**config.mk**
```make
export PLATFORM = sky130hd
export DESIGN_NAME = ier_pointer
export DESIGN_NICKNAME = d
export VERILOG_FILES = /design/src/design/input_event_router_with_pointer_macros.svh /design/src/design/ier_pkg.sv /design/src/design/ier_pointer.sv
export SDC_FILE = /design/constraint.sdc
export NUM_CORES = 1
export LEC_CHECK = 0
export ABC_AREA = 0
export BUFFER_PORTS_ARGS = -buffer_cell sky130_fd_sc_hd__buf_2
export CORE_MARGIN = 8
export CORE_UTILIZATION = 60
export DETAILED_ROUTE_END_ITERATION = 8
export HOLD_SLACK_MARGIN = 0.05
export PLACE_DENSITY = 0.79
export SKIP_CTS_REPAIR_TIMING = 1
export SYNTH_ARGS = -nofsm -noshare
export SYNTH_HDL_FRONTEND = slang
export SYNTH_SLANG_ARGS = --single-unit
```
**constraint.sdc**
```tcl
create_clock -name clk -period 5.67 [get_ports clk]
set_input_delay 0.567 -clock clk [delete_from_list [all_inputs] [get_ports clk]]
set_output_delay 0.567 -clock clk [all_outputs]
set_load 0.005 [all_outputs]
```
**src/design/input_event_router_with_pointer_macros.svh**
```systemverilog
// ----------------------------------------------------------------------------
// Input event router - assertion macros
// Shorthand for the concurrent checks at the end of the top level.
// ----------------------------------------------------------------------------
`ifndef INPUT_EVENT_ROUTER_WITH_POINTER_MACROS_SVH
`define INPUT_EVENT_ROUTER_WITH_POINTER_MACROS_SVH

// Consequent must hold in the same cycle as the antecedent
`define IER_ASSERT_NOW(label, clk, rst_n, ante, cons, msg) \
    label: assert property (@(posedge clk) disable iff (!rst_n) (ante) |-> (cons)) \
        else $error(msg);

// Consequent must hold in the cycle after the antecedent
`define IER_ASSERT_NEXT(label, clk, rst_n, ante, cons, msg) \
    label: assert property (@(posedge clk) disable iff (!rst_n) (ante) |=> (cons)) \
        else $error(msg);

`endif

```
**src/design/ier_pkg.sv**
```systemverilog
// ----------------------------------------------------------------------------
// Input event router - package
// Command and register codes, fixed event codes and shared types.
// ----------------------------------------------------------------------------
`default_nettype none

package ier_pkg;

    // Command codes
    localparam logic [2:0] CMD_PUSH      = 3'd0;
    localparam logic [2:0] CMD_POP_KEY   = 3'd1;
    localparam logic [2:0] CMD_POP_MOUSE = 3'd2;
    localparam logic [2:0] CMD_POP_ANY   = 3'd3;
    localparam logic [2:0] CMD_RECENTER  = 3'd4;

    // Configuration port
    localparam int CFG_INDEX_W = 3;
    localparam int CFG_DATA_W  = 16;
    localparam int SIZE_W      = 13;

    localparam logic [CFG_INDEX_W-1:0] REG_SCREEN_WIDTH  = 3'd0;
    localparam logic [CFG_INDEX_W-1:0] REG_SCREEN_HEIGHT = 3'd1;
    localparam logic [CFG_INDEX_W-1:0] REG_KEY_TYPE      = 3'd2;
    localparam logic [CFG_INDEX_W-1:0] REG_REL_TYPE      = 3'd3;
    localparam logic [CFG_INDEX_W-1:0] REG_ABS_TYPE      = 3'd4;
    localparam logic [CFG_INDEX_W-1:0] REG_BUTTON_TYPE   = 3'd5;

    // Fixed event codes
    localparam logic [15:0] BUTTON_CODE    = 16'h0110;
    localparam logic [15:0] MOUSE_CODE_MIN = 16'h0100;
    localparam logic [15:0] AXIS_X         = 16'd0;
    localparam logic [15:0] AXIS_Y         = 16'd1;

    // Absolute scaling: value * size / 32768, truncated toward zero
    localparam int ABS_SHIFT = 15;
    localparam int ABS_ROUND = 32767;

    // One stored event
    typedef struct packed {
        logic [15:0] ev_type;
        logic [15:0] ev_code;
        logic [31:0] ev_value;
    } ier_event_t;

    // Pointer update controls, valid in the finishing cycle only
    typedef struct packed {
        logic abs_x;
        logic abs_y;
        logic rel_x;
        logic rel_y;
        logic button;
        logic clamp;
        logic recenter;
    } ier_ptr_op_t;

endpackage

`default_nettype wire

```
**src/design/ier_pointer.sv**
```systemverilog
// ----------------------------------------------------------------------------
// Input event router - pointer tracker
// Holds pointer position and button level; scales absolute positions,
// adds relative motion, clamps to the screen and recentres.
// ----------------------------------------------------------------------------
`default_nettype none

module ier_pointer #(
    parameter int COORD_BITS = 12
) (
    input  wire logic                  clk,
    input  wire logic                  rst_n,
    input  wire logic                  start,
    input  wire logic [31:0]           mul_value,
    input  wire logic [COORD_BITS:0]   mul_size,
    input  wire ier_pkg::ier_ptr_op_t  op,
    input  wire logic [31:0]           value,
    input  wire logic [COORD_BITS:0]   eff_w,
    input  wire logic [COORD_BITS:0]   eff_h,
    output logic [COORD_BITS-1:0]      cursor_x,
    output logic [COORD_BITS-1:0]      cursor_y,
    output logic [31:0]                button_level
);

    localparam int PW = COORD_BITS + 34;

    logic signed [PW-1:0]   prod_reg;
    logic signed [PW-1:0]   bias;
    logic signed [PW-1:0]   biased;
    logic signed [PW-1:0]   scaled;
    logic signed [PW-1:0]   val_ext;
    logic signed [PW-1:0]   cur_x_ext;
    logic signed [PW-1:0]   cur_y_ext;
    logic signed [PW-1:0]   x_sel;
    logic signed [PW-1:0]   y_sel;
    logic [COORD_BITS-1:0]  cursor_x_reg;
    logic [COORD_BITS-1:0]  cursor_y_reg;
    logic [COORD_BITS-1:0]  cursor_x_next;
    logic [COORD_BITS-1:0]  cursor_y_next;
    logic [31:0]            button_reg;
    logic [31:0]            button_next;

    function automatic logic [COORD_BITS-1:0] clamp_axis(
        input logic signed [PW-1:0] v,
        input logic [COORD_BITS:0]  size
    );
        logic [PW-1:0]         size_ext;
        logic [COORD_BITS:0]   top;
        size_ext = PW'(size);
        top      = size - 1'b1;
        if (v[PW-1])
        begin
            return '0;
        end
        else if ($unsigned(v) >= size_ext)
        begin
            return top[COORD_BITS-1:0];
        end
        else
        begin
            return v[COORD_BITS-1:0];
        end
    endfunction

    // scale product, taken when the word is accepted
    always_ff @(posedge clk)
    begin
        if (start)
        begin
            prod_reg <= PW'($signed(mul_value)) * PW'($signed({1'b0, mul_size}));
        end
    end

    // divide by 32768 rounding toward zero
    assign bias   = prod_reg[PW-1] ? PW'(ier_pkg::ABS_ROUND) : '0;
    assign biased = prod_reg + bias;
    assign scaled = biased >>> ier_pkg::ABS_SHIFT;

    // relative motion
    assign val_ext   = PW'($signed(value));
    assign cur_x_ext = $signed(PW'(cursor_x_reg));
    assign cur_y_ext = $signed(PW'(cursor_y_reg));

    assign x_sel = op.abs_x ? scaled : (op.rel_x ? cur_x_ext + val_ext : cur_x_ext);
    assign y_sel = op.abs_y ? scaled : (op.rel_y ? cur_y_ext + val_ext : cur_y_ext);

    // next pointer state
    always_comb
    begin
        cursor_x_next = cursor_x_reg;
        cursor_y_next = cursor_y_reg;
        if (op.recenter)
        begin
            cursor_x_next = COORD_BITS'(eff_w >> 1);
            cursor_y_next = COORD_BITS'(eff_h >> 1);
        end
        else if (op.clamp)
        begin
            cursor_x_next = clamp_axis(x_sel, eff_w);
            cursor_y_next = clamp_axis(y_sel, eff_h);
        end
        button_next = op.button ? value : button_reg;
    end

    always_ff @(posedge clk or negedge rst_n)
    begin
        if (!rst_n)
        begin
            cursor_x_reg <= '0;
            cursor_y_reg <= '0;
            button_reg   <= '0;
        end
        else
        begin
            cursor_x_reg <= cursor_x_next;
            cursor_y_reg <= cursor_y_next;
            button_reg   <= button_next;
        end
    end

    assign cursor_x     = cursor_x_reg;
    assign cursor_y     = cursor_y_reg;
    assign button_level = button_reg;

endmodule

`default_nettype wire

```
* Word level (Yosys, flattened, before mapping)
Index checks and enable logic that the tools add are counted.
** Operators by class
- Bitwise operators :: 0
- Reductions and logical operators :: 1
- Add/subtract/negate cells :: 5
- Eq/ne operators :: 0
- Multiplexer cells :: 13
- Magnitude comparators :: 2
- Shift-type cells :: 0
- Div/mod/pow operators :: 0
- $mul :: 1
** Operators by type and width (number)
- 46-bit two-way mux :: 4
- 12-bit two-way mux :: 8
- 46-bit by 13-bit greater-or-equal comparator with 1-bit output :: 2
- 13-bit by 32-bit adder with 33-bit output :: 2
- 46-bit by 16-bit adder with 46-bit output :: 1
- 32-bit by 14-bit multiplier with 46-bit output :: 1
- 12-bit by 1-bit subtractor with 12-bit output, second input constant :: 2
- 15-bit two-way mux :: 1
- 2-bit nonzero test :: 1
** Word-level totals
- Bits in latches :: 0
- Input port bits :: 113
- Memory bits (read-only) :: 0
- Logic and storage cells :: 26
- Bits in registers :: 102
- Output and inout bits :: 56
- Memory bits (writable) :: 0
- Memories kept :: 0

* Logic depth before layout (Yosys ltp)
Gate-level depths: netlist of the first run.
- Depth after elaboration :: 8
- Gate-level depth with buffers :: 25
- Gate-level depth less buffers :: 24

* Worst setup path before layout of the first run
No wires, ideal clock.
- Path kind :: input -> register
- From :: input port mul_value[8]
- To :: register prod_reg[43] (data pin)
- Stages :: 23
- Setup time :: 0.261 ns
- Path buffers :: 1
- Data arrival time :: 6.558 ns
- Path slack :: -1.148 ns
- Data required time :: 5.409 ns
- Cells stage by stage :: clkbuf_1 > and2_1 > fa_1 > inv_1 > fa_1 > inv_1 > fa_1 > fa_1 > fa_1 > inv_1 > fa_1 > inv_1 > ha_1 > a21o_1 > a21o_1 > a221o_1 > a221oi_1 > o311ai_1 > nor3b_2 > nor2_1 > nor3b_1 > or3_1 > xor2_1
** On the way
- Longest elaborated chain between the ends :: 1
** Ends and longest elaborated chain
- start: declaration :: line ier_pointer.sv:14 : input wire logic [31:0] mul_value,
- 32-bit by 14-bit multiplier with 46-bit output :: line ier_pointer.sv:70 : prod_reg <= PW'($signed(mul_value)) * PW'($signed({1'b0, mul_size}));
- end signal: assignment :: line ier_pointer.sv:70
- end: declaration :: line ier_pointer.sv:27 : logic signed [PW-1:0] prod_reg;
Every way passes these cells.
A chain may end at the register's enable or synchronous reset.

* Worst setup path after layout of the first run
- From :: input port mul_value[10]
- To :: register prod_reg[45] (data pin)
Same word-level chain as after synthesis.

==> out/metrics.cfg, run 1 <==
[yosys]
yosysTopAreaCell=fa_1
synth_fa_ha_area_share_pct=41.5
seq_area_frac_synth_pct=11.8
synth-edff-count=46
synthCells=2632
ys_async_sr_fraction_pct=54.9
syn_nets=3297
yosysUniqueCellTypes=100
synth_ff_type=dfrtp_1
synth_top_area_share_pct=32.4
synth.area.mux_share_pct=2.77
ys_seq_elements=102
synthXorXnorAreaFrac_pct=4.14
ys_warn_count=0
synth.area.top_cells=fa_1 (32%), ha_1 (9.2%), inv_1 (7.2%)
avgSynthCellArea_um2=8.93
synth_top_family_by_area=adder cells
synth_area_um2=23500
synth_compound_area_share_pct=11.7
synthSimpleGateAreaFrac_pct=18.5

[layout]
ff_latch_area_um2=2780
final_area_um2=27600
nets=3628
area_growth_pct=17.4
drive_above_1_share_pct=22.1
post-route-util_pct=71.4
fillCellCount=2847
largest_register_ffs=46
multi_input_area_um2=19100

[drt]
routedWlPerCell_um=19.3
drc=0
wirelength_mm=67.1
drt_iter0_markers=1435
detail-route-antenna-nets=0
vias_per_cell=5.78
via_count=20100
dr.pass1.iters=5

[global_route]
grt_pass1_vias=21500
busiest_layer=met2
track_usage_pct=28.7
grt_max_degree=50
met3_usage_pct=4.70
met2_usage_pct=50.2
grt_pass1_wl_mm=109
grt_overflow=0
use_met1_pct=36.5
grt_antenna_before_repair=2

[timing]
hold_violations=0
slew_violations=0
skew_ns=0.0129
hold_ws_ns=0.201
timing.fmax_ghz=0.157
layout_setup_ws_ns=-0.694
tightest_slew_ns=0.982
fin_crit_ns=6.36
slew-limit-headroom_pct=34.6
rsz0062_at_grt=yes
final-setup-viol-count=23
period_share_pct=112

[floorplan]
die_h_um=214
core.rowCount=72
design.core.area_um2=38600
start_util_pct=60.8
die-area_um2=45800
io_pins=169
die_width_um=214

[run]
maxCapViolCount=0

[clock_tree]
clk_path_buf_depth=2
clk_pin_slew_ns=0.08
htree_levels=3
numCtsBuffers=9
cts_tree=built
cts-root-buf=clkbuf_16
clkSinkCount=102
clk_latency_ns=0.37

[hold_path]
hold_class=input port to asynchronous set/reset pin

[critical_path]
worstPathArrival_ns=6.47
reg2reg_depth=17
cp_max_fo=5
required_ns=5.78
r2r_start=prod_reg[45]
cp-end-kind=flip-flop
critPathKind=input port to flip-flop
worstReg2RegEnd=cursor_y[0]
worstSetupStartpointType=input port
r2r_slack_ns=0.41
crit_start=mul_value[10]

[placed_design]
dpl.hpwl_mm=55.7
place_area_um2=26800
gp_congestion=0.961
port_buffers=168

[run_status]
violations=setup timing
status=finished, violations left

[metrics by stage]
stage / setup WS (ns) / cells / setup TNS (ns)
floorplan: -0.670 / 2632 / -5.80
global placement: -0.979 / 3454 / -17.88
detailed placement: -1.15 / 3454 / -21.47
CTS: -0.784 / 3470 / -9.96
global route: -0.863 / 3487 / -12.72
finish: -0.694 / 3487 / -7.99
[layout by cell type, fill, tap and decap left out, drive strengths merged, types with 5 or more instances in the layout]
master / synthesis / layout
edfxtp: 46 / 46
nor2: 74 / 74
a2111oi: 7 / 7
a221oi: 5 / 5
nand2b: 10 / 10
mux2i: 22 / 22
a21boi: 8 / 8
and3: 17 / 17
nor3b: 24 / 24
o211ai: 11 / 11
or3: 7 / 7
inv: 453 / 454
xnor2: 80 / 80
o31ai: 21 / 21
clkbuf: 99 / 16
nor4: 12 / 12
xor2: 31 / 31
and4: 9 / 9
o21ai: 74 / 74
and2: 228 / 228
fa: 380 / 380
nand3: 41 / 41
a21o: 27 / 27
buf: 25 / 437
a211oi: 27 / 27
o41ai: 6 / 6
nor2b: 25 / 25
ha: 172 / 172
a31oi: 7 / 7
nand2: 284 / 284
nand4: 32 / 32
o21bai: 13 / 13
o21a: 18 / 18
mux2: 38 / 38
nor3: 50 / 50
a21oi: 132 / 132
dfrtp: 56 / 56
[final cells by class]
type | count | share of cell area (%)
repair buffers | 444 | 11.2
diodes | 1 | 0.00907
inverters | 454 | 6.17
multi-input cells | 1952 | 69.0
flip-flops and latches | 102 | 10.1
clock buffers | 9 | 0.816
clock inverters | 7 | 0.308
well taps | 518 | 2.35
[synthesized netlist by cell type (all sizes together), types with 8 or more instances]
library cell,count
a211oi,27
a21boi,8
a21o,27
a21oi,132
and2,228
and3,17
and4,9
buf,25
clkbuf,99
dfrtp,56
edfxtp,46
fa,380
ha,172
inv,453
mux2,38
mux2i,22
nand2,284
nand2b,10
nand3,41
nand4,32
nor2,74
nor2b,25
nor3,50
nor3b,24
nor4,12
o211ai,11
o21a,18
o21ai,74
o21bai,13
o31ai,21
xnor2,80
xor2,31
[worst max path at each step]
stage | to | slack (ns) | cells after the start
2_1_floorplan | prod_reg[43] | -0.67 | 23
3_3_place_gp | prod_reg[43] | -0.98 | 22
3_5_place_dp | prod_reg[43] | -1.15 | 23
4_1_cts | prod_reg[43] | -0.78 | 23
5_1_grt | prod_reg[45] | -0.86 | 24
6_report | prod_reg[45] | -0.69 | 24
[per-layer routing]
metal / part of all wire (%) / routed length (um)
met4: 2.1 / 1390
met5: 0 / 0
met3: 7.2 / 4860
met1: 41 / 27300
met2: 50 / 33600
[worst max-delay path: stages]
cell      delay (ns)
clkbuf_4        0.15
buf_4           0.15
and2_4          0.15
fa_1            0.50
inv_1           0.05
fa_1            0.47
inv_1           0.05
fa_1            0.55
fa_1            0.44
fa_1            0.49
inv_1           0.05
fa_1            0.49
inv_2           0.05
ha_4            0.28
nand3_4         0.09
o31ai_1         0.31
a221o_1         0.25
a221oi_4        0.12
o311ai_4        0.33
nor3b_4         0.28
o211ai_2        0.15
a21boi_4        0.26
o311a_1         0.19
nor3_2          0.05
[cells by family (layout without fill, tap and decap cells)]
group           Yosys count  in the layout
mux                      60             60
flops                   102            102
compound gates          401            401
other cells               0              1
buf+inv                 578            914
fa+ha+maj               552            552
simple gates            828            828
xor+xnor                111            111
Power of run 1 is not shown: default switching activity piles up to over one toggle a cycle in this logic, so the estimate is an artifact.
==> run 2: changes to the inputs <==
--- a/config.mk
+++ b/config.mk
@@ -10,6 +10,7 @@
 export CORE_MARGIN = 8
 export CORE_UTILIZATION = 60
 export DETAILED_ROUTE_END_ITERATION = 8
+export GPL_TIMING_DRIVEN = 0
 export HOLD_SLACK_MARGIN = 0.05
 export PLACE_DENSITY = 0.79
 export SKIP_CTS_REPAIR_TIMING = 1
==> out/metrics.cfg, run 2 (synthesis gave the netlist of run 1 again) <==
[run_status]
status=finished, violations left
violations=setup timing

[timing]
hold_ws_ns=0.270
tightest_slew_ns=0.954
rsz0062_at_grt=yes
skew_ns=0.00785
timing.fmax_ghz=0.152
fin_crit_ns=6.60
hold_violations=0
slew-limit-headroom_pct=36.4
layout_setup_ws_ns=-0.929
slew_violations=0
period_share_pct=116
final-setup-viol-count=30

[drt]
routedWlPerCell_um=20.9
via_count=19600
vias_per_cell=5.86
detail-route-antenna-nets=0
drt_iter0_markers=1329
wirelength_mm=70.0
dr.pass1.iters=5
drc=0

[clock_tree]
clk_pin_slew_ns=0.07
cts_tree=built
cts-root-buf=clkbuf_16
clk_latency_ns=0.37
clk_path_buf_depth=2
numCtsBuffers=9
clkSinkCount=102
htree_levels=3

[placed_design]
gp_congestion=0.967
port_buffers=153
post-place-ws_ns=-1.76
dp.cells=3303
dpl.hpwl_mm=58.1

[layout]
diodes=0
largest_register_ffs=46
post-route-util_pct=67.8
most-common-layout-cells=inv_1 (438), fa_1 (374), nand2_1 (279)
nets=3490
drive_above_1_share_pct=16.3
area_growth_pct=11.4
fin_cells=3348
final_common_cell=inv_1

[global_route]
grt_overflow=0
grt_max_degree=57
track_usage_pct=30.5
grt_antenna_before_repair=0
grt_pass1_wl_mm=112
grt_pass1_vias=20800

[critical_path]
required_ns=5.90
critPathKind=input port to flip-flop
cp-end-kind=flip-flop
worstPathArrival_ns=6.83
cp_max_fo=9
worstSetupStartpointType=input port

[floorplan]
die-area_um2=45800
start_util_pct=60.8
core.rowCount=72
io_pins=169
die_h_um=214
design.core.area_um2=38600
die_width_um=214

[run]
maxCapViolCount=0

[hold_path]
hold_class=input port to asynchronous set/reset pin

## run 2: changes by cell type in the layout (fill, tap and decap cells not counted), moves of 6 or more
cell | previous run | this run
buf_8 | 2 | 8
buf_6 | 8 | 14
buf_2 | 149 | 165
clkbuf_1 | 0 | 36
clkbuf_4 | 6 | 15
clkbuf_2 | 0 | 24
buf_4 | 272 | 34
## run 2: layout make-up
class                   count  area (um2)
plain buffers             124         786
clock buffers              10         229
clock inverters             6        46.3
fillers                  3171       12500
inverters                 454        1700
multi-input cells        1952       18900
flip-flops and latches    102        2780
well taps                 518         648
repair buffers            182        1060
## run 2: worst paths after layout
check | from | endpoint | slack [ns] | cells after the start
setup / recovery | mul_size[2] | prod_reg[44] | -0.93 | 26
hold / removal | rst_n | button_level[5] | 0.27 | 1
setup reg to reg | prod_reg[45] | cursor_y[3] | 0.30 | 19
hold reg to reg | button_level[2] | button_level[2] | 0.50 | 1
max in group asynchronous | rst_n | button_level[15] | 4.86 | 1
min in group clk | eff_h[12] | cursor_y[11] | 0.46 | 3
## run 2: critical path, cell delays in order
cell and delay [ns]:
buf_2 0.14, buf_8 0.15, and2_1 0.16, fa_1 0.56
inv_2 0.04, fa_1 0.52, inv_2 0.07, fa_1 0.55
fa_2 0.45, fa_1 0.55, inv_2 0.04, fa_1 0.51
inv_2 0.05, ha_4 0.25, buf_4 0.14, buf_6 0.11
buf_4 0.12, a21oi_2 0.10, o221a_2 0.19, a21bo_4 0.25
a32oi_4 0.29, a21oi_4 0.12, o21ai_4 0.25, o311ai_4 0.14
or4_1 0.42, nand4_1 0.09
## run 2: routing by layer
metal  share of wire (%)  GRT usage [%]  vias to the layer above  wire, um
met3                 7.7           5.54                      168      5400
li1                    -              -                     8894         -
met2                  49           52.9                      805     34000
met1                  40           37.2                     9759     27600
met5                   0              0                        -         0
met4                 4.1           12.1                        0      2880
## run 2: metrics by stage
stage,area (um2),TNS (ns)
2_1_floorplan,23900,-5.80
3_3_place_gp,25300,-31.02
3_5_place_dp,25300,-32.65
4_1_cts,25600,-20.04
5_1_grt,26200,-20.39
6_report,26200,-15.43
Power of run 2 is left out for the same reason.
==> run 3: changes to the inputs <==
==> constraint.sdc (replaced) <==
create_clock -name clk -period 6.85 [get_ports clk]
set_input_delay 0.685 -clock clk [delete_from_list [all_inputs] [get_ports clk]]
set_output_delay 0.685 -clock clk [all_outputs]
set_load 0.005 [all_outputs]
==> out/metrics.cfg, run 3 (synthesis gave the netlist of run 1 again) <==
[floorplan]
core.rowCount=72
die_h_um=214
design.core.area_um2=38600
die_width_um=214
die-area_um2=45800
io_pins=169
start_util_pct=60.8

[layout]
drive_above_1_share_pct=14.9
largest_register_ffs=46
fillCellCount=3082
area_growth_pct=10.9
most-common-layout-cells=inv_1 (443), fa_1 (376), nand2_1 (283)
fin_cells=3347
nets=3487
final_area_um2=26100
final_common_cell=inv_1

[timing]
slew_violations=0
slew-limit-headroom_pct=37.0
layout_setup_ws_ns=0.0809
tightest_slew_ns=0.944
period_share_pct=98.8
hold_violations=0
skew_ns=0.00732
rsz0062_at_grt=yes
final-setup-viol-count=0
fin_crit_ns=6.77
timing.fmax_ghz=0.148

[drt]
via_count=19700
drt_iter0_markers=1364
vias_per_cell=5.89
dr.pass1.iters=8
routedWlPerCell_um=20.9
drc=0
detail-route-antenna-nets=0
wirelength_mm=69.9

[clock_tree]
clkSinkCount=102
htree_levels=3
cts_tree=built
clk_pin_slew_ns=0.08
clk_latency_ns=0.36
cts-root-buf=clkbuf_16
clk_path_buf_depth=2
numCtsBuffers=9

[critical_path]
worstPathArrival_ns=6.88
r2r_slack_ns=1.26
cp_max_fo=10
cp-end-kind=flip-flop
required_ns=6.96
critPathKind=input port to flip-flop
worstSetupStartpointType=input port

[run]
maxCapViolCount=0

[global_route]
track_usage_pct=29.6
grt_overflow=0
grt_pass1_vias=20700
grt_antenna_before_repair=2
grt_max_degree=57
grt_pass1_wl_mm=109

[hold_path]
hold_class=input port to asynchronous set/reset pin

[placed_design]
dp.cells=3303
dpl.hpwl_mm=56.7
port_buffers=153
place_area_um2=24900
post-place-ws_ns=-1.34
gp_congestion=0.970

[run_status]
status=finished clean

run 3: critical path, cell delays in order:
cell and delay (ns):
buf_2 0.13, clkbuf_2 0.31, and2_1 0.19, fa_1 0.43, fa_1 0.53, fa_1 0.45, fa_1 0.52, fa_1 0.56
inv_2 0.05, fa_1 0.53, inv_2 0.06, ha_4 0.29, nand3_4 0.10, a2111oi_4 0.32, a221o_1 0.31, a221oi_4 0.11
o311ai_4 0.30, nor3b_4 0.29, o211ai_2 0.13, a21boi_2 0.28, o311a_1 0.23, nor3_2 0.05
run 3: final timing paths:
kind                                       from          endpoint  depth (start not counted)
worst max-delay path                mul_size[8]      prod_reg[45]                         22
worst min register to register  button_level[8]   button_level[8]                          1
max in group asynchronous                 rst_n  button_level[17]                          1
worst min-delay path                      rst_n   button_level[3]                          1
min in group clk                button_level[8]   button_level[8]                          1
worst max register to register     prod_reg[45]       cursor_y[9]                         18
run 3: final cells by class:
cell class | count | area, um2 | area share (%)
Sequential cell | 102 | 2780 | 10.7
Timing Repair Buffer | 184 | 1080 | 4.13
Multi-Input combinational cell | 1952 | 18800 | 72.1
Clock buffer | 10 | 229 | 0.879
Inverter | 454 | 1700 | 6.54
Clock inverter | 6 | 68.8 | 0.264
Tap cell | 518 | 648 | 2.49
Buffer | 119 | 749 | 2.88
Antenna cell | 2 | 5.00 | 0.0192
run 3: routing by layer:
layer	GRT usage [%]	vias up	wire [um]	share of wire, %
li1	-	8885	-	-
met1	37.5	9684	27500	39
met2	51.2	958	34100	49
met3	3.85	185	5460	7.8
met4	11.2	0	2870	4.1
met5	0	-	0	0
run 3: stage by stage:
| step | hold slack (ns) | setup TNS [ns] | utilization (%) |
|---|---|---|---|
| floorplan | 0.389 | -0.0399 | - |
| global placement | 0.484 | -12.40 | 64.5 |
| detailed placement | 0.491 | -15.99 | 64.5 |
| CTS | 0.508 | -7.59 | 65.3 |
| global route | 0.449 | -0.209 | 67.4 |
| finish | 0.381 | 0 | 67.4 |
Power of run 3 is left out for the same reason.
